<file path="config.mk">
export PLATFORM = sky130hd
export DESIGN_NAME = fch_hash
export DESIGN_NICKNAME = d
export VERILOG_FILES = /design/src/hdl/fch_pkg.sv /design/src/hdl/fch_hash.sv
export SDC_FILE = /design/constraint.sdc
export NUM_CORES = 1
export LEC_CHECK = 0
export ABC_CLOCK_PERIOD_IN_PS = 5800
export BUFFER_PORTS_ARGS = -buffer_cell sky130_fd_sc_hd__buf_2
export CAP_MARGIN = 20
export CORE_MARGIN = 1
export CORE_UTILIZATION = 55
export DETAILED_ROUTE_END_ITERATION = 16
export PLACE_DENSITY = 0.8
export SYNTH_ARGS = -nofsm -noshare
export SYNTH_HDL_FRONTEND = slang
export SYNTH_SLANG_ARGS = --single-unit
</file>
<file path="constraint.sdc">
create_clock -name clk -period 5.8 [get_ports clk]
set_input_delay 1.74 -clock clk [delete_from_list [all_inputs] [get_ports clk]]
set_output_delay 1.74 -clock clk [all_outputs]
set_load 0.02 [all_outputs]
</file>
<file path="src/hdl/fch_pkg.sv">
// shared types and constants of the flow counter hash table
package fch_pkg;

    localparam int unsigned KEY_W     = 32;
    localparam int unsigned PROTO_W   = 8;
    localparam int unsigned LEN_W     = 16;
    localparam int unsigned CNT_W     = 64;
    localparam int unsigned SLOT_W    = 14;
    localparam logic [31:0] JHASH_INIT = 32'hdeadbeef + 32'd12;

    typedef enum logic [1:0] {
        ST_HIT  = 2'd0,
        ST_NEW  = 2'd1,
        ST_DROP = 2'd2
    } status_t;

    typedef struct packed {
        logic [KEY_W-1:0]   source_address;
        logic [KEY_W-1:0]   destination_address;
        logic [PROTO_W-1:0] protocol_number;
        logic [LEN_W-1:0]   packet_length;
    } in_item_t;

    typedef struct packed {
        logic [1:0]        update_status;
        logic [CNT_W-1:0]  flow_packets;
        logic [CNT_W-1:0]  flow_bytes;
        logic [SLOT_W-1:0] entry_slot;
    } out_item_t;

    typedef struct packed {
        logic [KEY_W-1:0]   src;
        logic [KEY_W-1:0]   dst;
        logic [PROTO_W-1:0] proto;
        logic [CNT_W-1:0]   pkts;
        logic [CNT_W-1:0]   bytes;
    } entry_t;

    function automatic logic [31:0] rotl(input logic [31:0] x, input int unsigned k);
        rotl = (x << k) | (x >> (32 - k));
    endfunction

endpackage

</file>
<file path="src/hdl/fch_hash.sv">
// iterative three-word key hash, bucket taken from the low hash bits
module fch_hash #(
    parameter int unsigned BW = 12
) (
    input  logic          clk,
    input  logic          rst_n,
    input  logic          start,
    input  logic [31:0]   a_in,
    input  logic [31:0]   b_in,
    input  logic [31:0]   c_in,
    input  logic [31:0]   seed,
    output logic          done,
    output logic [BW-1:0] bucket
);
    import fch_pkg::*;

    typedef enum logic {H_IDLE, H_MIX} hstate_t;

    hstate_t      state_reg;
    logic [2:0]   cnt_reg;
    logic [31:0]  a_reg, b_reg, c_reg;
    logic [31:0]  a_next, b_next, c_next;
    logic [31:0]  init;

    assign init = seed + JHASH_INIT;

    // one mixing line per cycle
    always_comb
    begin
        a_next = a_reg;
        b_next = b_reg;
        c_next = c_reg;
        case (cnt_reg)
            3'd0: c_next = (c_reg ^ b_reg) - rotl(b_reg, 14);
            3'd1: a_next = (a_reg ^ c_reg) - rotl(c_reg, 11);
            3'd2: b_next = (b_reg ^ a_reg) - rotl(a_reg, 25);
            3'd3: c_next = (c_reg ^ b_reg) - rotl(b_reg, 16);
            3'd4: a_next = (a_reg ^ c_reg) - rotl(c_reg, 4);
            3'd5: b_next = (b_reg ^ a_reg) - rotl(a_reg, 14);
            3'd6: c_next = (c_reg ^ b_reg) - rotl(b_reg, 24);
            default: c_next = c_reg;
        endcase
    end

    always_ff @(posedge clk or negedge rst_n)
    begin
        if (!rst_n)
        begin
            state_reg <= H_IDLE;
            cnt_reg   <= '0;
            done      <= 1'b0;
        end
        else
        begin
            done <= 1'b0;
            case (state_reg)
                H_IDLE:
                begin
                    if (start)
                    begin
                        state_reg <= H_MIX;
                        cnt_reg   <= '0;
                    end
                end
                H_MIX:
                begin
                    if (cnt_reg == 3'd6)
                    begin
                        state_reg <= H_IDLE;
                        cnt_reg   <= '0;
                        done      <= 1'b1;
                    end
                    else
                        cnt_reg <= cnt_reg + 3'd1;
                end
                default: state_reg <= H_IDLE;
            endcase
        end
    end

    always_ff @(posedge clk)
    begin
        if (state_reg == H_IDLE && start)
        begin
            a_reg <= a_in + init;
            b_reg <= b_in + init;
            c_reg <= c_in + init;
        end
        else if (state_reg == H_MIX)
        begin
            a_reg <= a_next;
            b_reg <= b_next;
            c_reg <= c_next;
        end
    end

    // bucket count is a power of two, so the modulo is the low bits
    assign bucket = c_reg[BW-1:0];

endmodule

</file>
### Word-level counts from Yosys, hierarchy flattened

Cells that the tools add are included.

* flip-flop bits (word level): 101
* bits of input ports: 131
* output and inout bits: 13
* logic and storage cells: 62

* add/sub/neg operators: 12
* equal/unequal tests: 7
* muxes and demuxes: 17
* bitwise operators: 11
* reduce and logical (&&, ||, !) cells: 9

Operators with widths (count)
* 32-bit subtractor: 7
* 32-bit two-way mux: 6
* 32-bit case mux with 2 select lines: 2
* 32-bit adder: 3
* 32-bit case mux with 3 select lines: 1
* 32-bit XOR: 3
* 32-bit by 14-bit OR with 32-bit output: 2
* 32-bit adder, second input constant: 1
* 32-bit by 11-bit OR with 32-bit output: 1
* 32-bit by 16-bit OR with 32-bit output: 1
* 32-bit by 24-bit OR with 32-bit output: 1
* 32-bit by 25-bit OR with 32-bit output: 1
* 32-bit by 4-bit OR with 32-bit output: 1
* 3-bit equality test, second input constant: 3
* 3-bit by 2-bit equality test with 1-bit output, second input constant: 2
* 3-bit two-way mux: 2
* 3-bit case mux with 2 select lines: 1
* 2-bit AND reduction: 3
* 3-bit nonzero test: 2
* 1-bit two-way mux: 4
* 4-bit nonzero test: 1
* 3-bit by 1-bit adder with 3-bit output, second input constant: 1
* 3-bit by 1-bit equality test with 1-bit output, second input constant: 1
* 3-bit zero test: 1
* 5 further kinds: 5

### Longest topological paths before layout

Gate-level depths: netlist of the first run.

* word-level depth: 5
* gate-level depth with buffers: 20
* gate-level depth less buffers: 20

### Worst setup path before layout of the first run

No wires, ideal clock.

* kind: input-to-reg
* start point: input seed[0]
* end point: register a_reg[31], data pin
* setup time: 270 ps
* data arrival time: 5542 ps
* required time: 5530 ps
* path slack: -13 ps
* cell stages on the path: 19
* path buffers: 0
* path through: o21a_1 > or3_1 > or3_1 > o21a_1 > o21ai_0 > nand2_1 > a21oi_1 > xor2_1 > ha_1 > a22o_1 > nor4_1 > o211ai_1 > a211oi_1 > o21ai_0 > a41o_1 > o41ai_2 > o21ai_0 > xnor2_1 > mux2i_1

* word-level cells in the longest chain between the ends: 3

RTL lines
* start, declared: RTL line fch_hash.sv:11 `input logic [31:0] seed,`
* 32-bit adder: RTL line fch_hash.sv:25 `assign init = seed + JHASH_INIT;`
* 32-bit adder: RTL line fch_hash.sv:85 `a_reg <= a_in + init;`
* 32-bit two-way mux: RTL line fch_hash.sv:83 `if (state_reg == H_IDLE && start)`
* end signal, assigned: RTL line fch_hash.sv:85
* end signal, assigned: RTL line fch_hash.sv:91 `a_reg <= a_next;`
* end, declared: RTL line fch_hash.sv:21 `logic [31:0] a_reg, b_reg, c_reg;`

Every way passes these cells.
A chain may end at the register's enable or synchronous reset.

### Worst setup path in the final report of the first run

* start point: input seed[1]
* end point: register c_reg[31], data pin

* word-level cells in the longest chain between the ends: 3

RTL lines
* 32-bit adder: RTL line fch_hash.sv:25
* 32-bit adder: RTL line fch_hash.sv:87 `c_reg <= c_in + init;`
* 32-bit two-way mux: RTL line fch_hash.sv:83
* end signal, assigned: RTL line fch_hash.sv:87
* end signal, assigned: RTL line fch_hash.sv:93 `c_reg <= c_next;`
* end, declared: RTL line fch_hash.sv:21

Every way passes these cells.

==> results.md, run 1 <==
- Vias in the first global route: 15758
- Stages on the worst setup path: 19
- Vias: 16648
- Min Clock Period, post-route: 5660 ps
- Clock Pin Slew Worst Setup and Hold Paths: 80 ps
- Final nets: 2583
- Routed WL per cell: 22.5 um
- TNS Setup: 0 ps
- Final instance area: 19000 um2
- Post-synth EDFFs: 96
- Path depth of the worst reg2reg path: 16
- CP Max Fanout: 3
- Synth area leader: edfxtp_1
- Final Max Tran Viols: 0
- Hold Crit Depth: 1
- Initial Utilization: 56.0%
- Largest net degree at the start of global routing: 68
- Fraction of layout instances using a drive strength above 1: 18.7%
- Final std cells w/o fill: 2633
- Antenna violations before repair: 0
- Crit path buf inv count: 3
- Clk root buf: clkbuf_16
- Top cell type's share of synthesized area: 17.9%
- Cells after Synth: 1957
- Die Wd: 173 um
- Top FF cell, synth: edfxtp_1
- Post-synth ARST share: 4.95%
- Period utilization: 97.7%
- GRT Total Usage: 38.9%
- Nature of the critical path endpoint: flop
- Worst-Margin Slew: 1060 ps
- Crit path kind: primary input to flop
- Rel. slew slack: 29.3%
- Achievable frequency: 0.177 GHz
- Number of remaining DRC errors: 0
- Synth Register Bits: 101
- Ys Warns: 0
- Status: finished clean
- I/O pins: 144
- Count leader, synth: ha_1
- Clk_skew: 15.0 ps
- Via density: 6.32
- Crit-path most repeated cell: or3_4
- Worst Hold Class: flop to flop
- DP Cell Count: 2616
- Flop-to-flop setup slack: 610 ps
- Worst EP required: 5920 ps
- CTS tree: done
- Post-Syn Area: 16100 um2
- ANT nets after route: 0
- Htree depth: 3
- Placed inst area: 18500 um2
- Die footprint: 29900 um2
- Worst path max stage delay: 350 ps
- DRT Wirelength: 59200 um
- CTS Buffer Depth: 2
- Setup crit start kind: primary input
- Cell row count: 62
- Starting DRT DRC Count: 1867
- CP top delay family: compound AO/OA/AOI/OAI gates
- Final Hold Fails: 0
- Post-synth top cells: ha_1, a21oi_1, nand2_1, xor2_1, nor2_1
- CTS buffer count: 9
- CP cell instances: buf_2 > o21a_1 > or3_4 > or3_4 > o21a_4 > or3_4 > buf_4 > xnor2_1 > buf_4 > ha_1 > and2_1 > a22o_1 > a311oi_4 > o221a_2 > o2111ai_2 > a21oi_2 > o31ai_1 > xnor2_1 > mux2i_1
- # hold bufs at CTS: 0
- Netlist cell types: 80
- Syn Nets: 2294
- Synth top area cells: edfxtp_1, ha_1, xor2_1
- Mean Syn Cell Area: 8.21 um2
- CTS sink cnt: 101
- DR pass1 iterations: 6
- Setup violators final: 0
- N_diodes: 0
- Skew-Pair Late Insertion Delay: 380 ps
- HPWL Detailed: 48300 um
- Unrepaired setup endpoints after global routing: yes
- Max_cap viols: 0
- # port buffers: 143
- RD Place Congestion: 1.07
- Core area: 28700 um2
- Gr ovfl total: 0
- Register area share after synthesis: 18.7%
- Die Ht: 173 um
- Worst endpoint data arrival time: 5780 ps
- Area growth syn-to-layout: 18.0%
- Critical path's slowest cell: or3_4
- Global-route wire length before repair: 89300 um
[area by class of cell]
cell class | instances | area, um2
inverters | 54 | 203
well taps | 384 | 480
clock inverters | 5 | 53.8
repair buffers | 340 | 2210
multi-input cells | 1740 | 12800
clock buffers | 9 | 225
flip-flops and latches | 101 | 3010
fillers | 2559 | 9740
[cells by family (layout without fill, tap and decap cells)]
kind of cell	count (synthesis)	count (layout)	synth area share, %
AOI/OAI and AO/OA	632	632	26.0
xor gates and xnor gates	276	276	15.2
adders and majority gates	206	206	16.3
buffers and inverters	116	408	2.99
DFF	101	101	18.7
muxes	76	76	4.77
and+or+nand+nor	550	550	16.0
[worst paths after layout]
kind	startpoint	to
worst min-delay path	cnt_reg[2]	cnt_reg[2]
worst max-delay path	seed[1]	c_reg[31]
worst max register to register	cnt_reg[2]	a_reg[30]
worst min register to register	cnt_reg[2]	cnt_reg[2]
min in group asynchronous	rst_n	state_reg
max in group asynchronous	rst_n	cnt_reg[1]
[per-layer routing]
layer  GRT usage [%]  wire [um]
met1            53.0      24400
met2            60.5      25300
met3            6.60       6510
met4            16.9       2940
met5               0          0
[through the flow]
step / worst slack [ps] / utilization [%] / hold slack, ps
after detailed placement: -372 / 64.5 / 652
final: 135 / 66.1 / 665
after CTS: 0.786 / 65.5 / 666
after floorplan: 62.0 / - / 570
after global placement: -284 / 64.5 / 602
after global routing: -78.1 / 66.1 / 686
[placed cells by master (no fill, tap or decap), drive strengths merged, types with 9 or more instances in the layout]
cell type / instances
a211o: 9
a211oi: 27
a21boi: 9
a21o: 79
a21oi: 181
a221oi: 35
a31oi: 21
and2: 11
and3: 22
buf: 340
clkbuf: 9
edfxtp: 96
ha: 200
inv: 54
mux2i: 71
nand2: 168
nand2b: 37
nand3: 39
nand4: 13
nor2: 164
nor2b: 13
nor3: 32
nor4: 12
o211ai: 11
o21a: 24
o21ai: 128
o21bai: 25
o31ai: 24
or3: 11
xnor2: 111
xor2: 165
[what timing repair did]
action	in CTS	in global routing
setup buffers	0	3
gates resized for setup	0	32
endpoints found under the setup margin	0	26
Power of run 1 is left out: the tool's default activity adds up to more than one toggle a clock period on the data nets, which glitch-free logic cannot reach.
==> run 2: changes to the inputs <==
Settings changed: REMOVE_ABC_BUFFERS set to 1.
==> results.md, run 2 (same netlist as run 1, synthesis figures left out) <==
- CTS tree: done
- Number of remaining DRC errors: 0 (unchanged)
- Nature of the critical path endpoint: flop
- Die Wd: 173 um (unchanged)
- Routed WL per cell: 22.9 um (+1.9%)
- Setup violators final: 2 (+2)
- Min Clock Period, post-route: 5860 ps (+192 ps)
- Clock Pin Slew Worst Setup and Hold Paths: 80 ps (about the same)
- Rel. slew slack: 42.9% (+14 points)
- Cell row count: 62 (unchanged)
- Worst-Margin Slew: 856 ps (-202 ps)
- Vias in the first global route: 15884 (+0.80%)
- Hold Slack: 634 ps (-31.2 ps)
- Worst EP required: 5880 ps (-40 ps)
- Capturing point of the worst reg2reg path: c_reg[24]
- Commonest non-fill, non-tap cell in the layout: buf_4
- Via density: 6.45 (+2.0%)
- Worst Hold Class: flop to flop
- Crit-path most repeated cell: buf_4
- Vias: 17026 (+2.3%)
- Starting DRT DRC Count: 1843 (-1.3%)
- CTS buffer count: 9 (unchanged)
- N_diodes: 0 (unchanged)
- Area growth syn-to-layout: 18.8%
- Achievable frequency: 0.171 GHz (-3.3%)
- CTS Buffer Depth: 2 (unchanged)
- Final nets: 2588 (+0.19%)
- CTS sink cnt: 101 (unchanged)
- CP Capture Point: a_reg[29]
- ANT nets after route: 0 (unchanged)
- Antenna violations before repair: 0 (unchanged)
- Unrepaired setup endpoints after global routing: yes
- # hold bufs at CTS: 0 (unchanged)
- Initial Utilization: 56.0% (unchanged)
- Worst path max stage delay: 420 ps (+70 ps)
- FF-to-FF Start: cnt_reg[1]
- Clk_skew: 12.0 ps (-3.02 ps)
- Period utilization: 101% (+3.3 points)
- Largest net degree at the start of global routing: 67 (-1.5%)
- Core area: 28700 um2 (unchanged)
- CP Launch Point: seed[1]
- GRT Total Usage: 39.7% (+0.82 points)
- Gr ovfl total: 0 (unchanged)
- Fraction of layout instances using a drive strength above 1: 19.5% (+0.74 points)
- # port buffers: 143 (unchanged)
- Final instance area: 19100 um2 (+0.69%)
- Skew-Pair Late Insertion Delay: 380 ps (about the same)
- Critical path's slowest cell: o41a_1
- Final worst slack: -57.3 ps (-192 ps)
- Die footprint: 29900 um2 (unchanged)
- Flop-to-flop setup slack: 470 ps (-140 ps)
- HPWL Detailed: 49100 um (+1.7%)
- DRT Wirelength: 60500 um (+2.2%)
- Crit path kind: primary input to flop
- Most frequent cells in the layout: buf_4, ha_1, a21oi_1
- Stages on the worst setup path: 26 (+7)
- Crit path buf inv count: 7 (+4)
- Worst endpoint data arrival time: 5940 ps (+160 ps)
- Setup crit start kind: primary input
- Global-route wire length before repair: 91200 um (+2.1%)
- RD Place Congestion: 1.07 (-0.45%)
- Die Ht: 173 um (unchanged)
- Htree depth: 3 (unchanged)
- Path depth of the worst reg2reg path: 17 (+1)
- Utilization after layout: 66.5% (+0.46 points)
- DR pass1 iterations: 5 (-1)
- Max_cap viols: 0 (unchanged)
- I/O pins: 144 (unchanged)
- Status: finished with violations
- CP Max Fanout: 4 (+1)
- Placed inst area: 18500 um2 (-0.11%)
- Violated checks: setup timing
- CP top delay family: compound AO/OA/AOI/OAI gates
- Clk root buf: clkbuf_16
- Final Hold Fails: 0 (unchanged)
- Final Max Tran Viols: 0 (unchanged)
-- run 2: cell count changes in the layout (fill, tap and decap cells not counted), sizes merged --
cell      delta
clkinvlp     -2
buf          +5
clkbuf       +2
clkinv       +3
bufinv       -1
-- run 2: what timing repair did --
| action | CTS | global route |
|---|---|---|
| setup buffers | 0 | 9 |
| endpoints found under the setup margin | 6 | 21 |
| pin swaps | 2 | 38 |
| gates resized for setup | 4 | 56 |
-- run 2: per-stage QoR --
stage,setup TNS (ps),setup slack [ps],std cells
floorplan,-12010,-1020,1895
global placement,-5340,-363,2615
detailed placement,-8270,-493,2615
CTS,-7.13,-7.13,2631
global route,-555,-200,2640
finish,-64.2,-57.3,2640
-- run 2: worst min path at each step --
stage,start,to,slack [ps],cells past startpoint
6_report,cnt_reg[2],cnt_reg[2],630,1
5_1_grt,cnt_reg[2],cnt_reg[2],680,1
4_1_cts,cnt_reg[2],cnt_reg[2],630,1
3_5_place_dp,cnt_reg[2],cnt_reg[2],610,1
3_3_place_gp,cnt_reg[2],cnt_reg[2],600,1
2_1_floorplan,cnt_reg[2],cnt_reg[2],570,1
-- run 2: per-layer routing --
| metal | wire (um) | global-route usage [%] | vias up |
|---|---|---|---|
| met5 | 0 | 0 | - |
| met4 | 2430 | 14.4 | 0 |
| met3 | 6400 | 7.10 | 144 |
| met2 | 26900 | 63.2 | 973 |
| met1 | 24800 | 53.8 | 8035 |
| li1 | - | - | 7874 |
-- run 2: final cells by class --
| class | instances | area, um2 |
|---|---|---|
| multi-input cells | 1740 | 12900 |
| fillers | 2452 | 9610 |
| flip-flops and latches | 101 | 3010 |
| repair buffers | 345 | 2260 |
| well taps | 384 | 480 |
| clock buffers | 11 | 233 |
| inverters | 54 | 208 |
| clock inverters | 5 | 27.5 |
Power of run 2 is left out for the same reason.
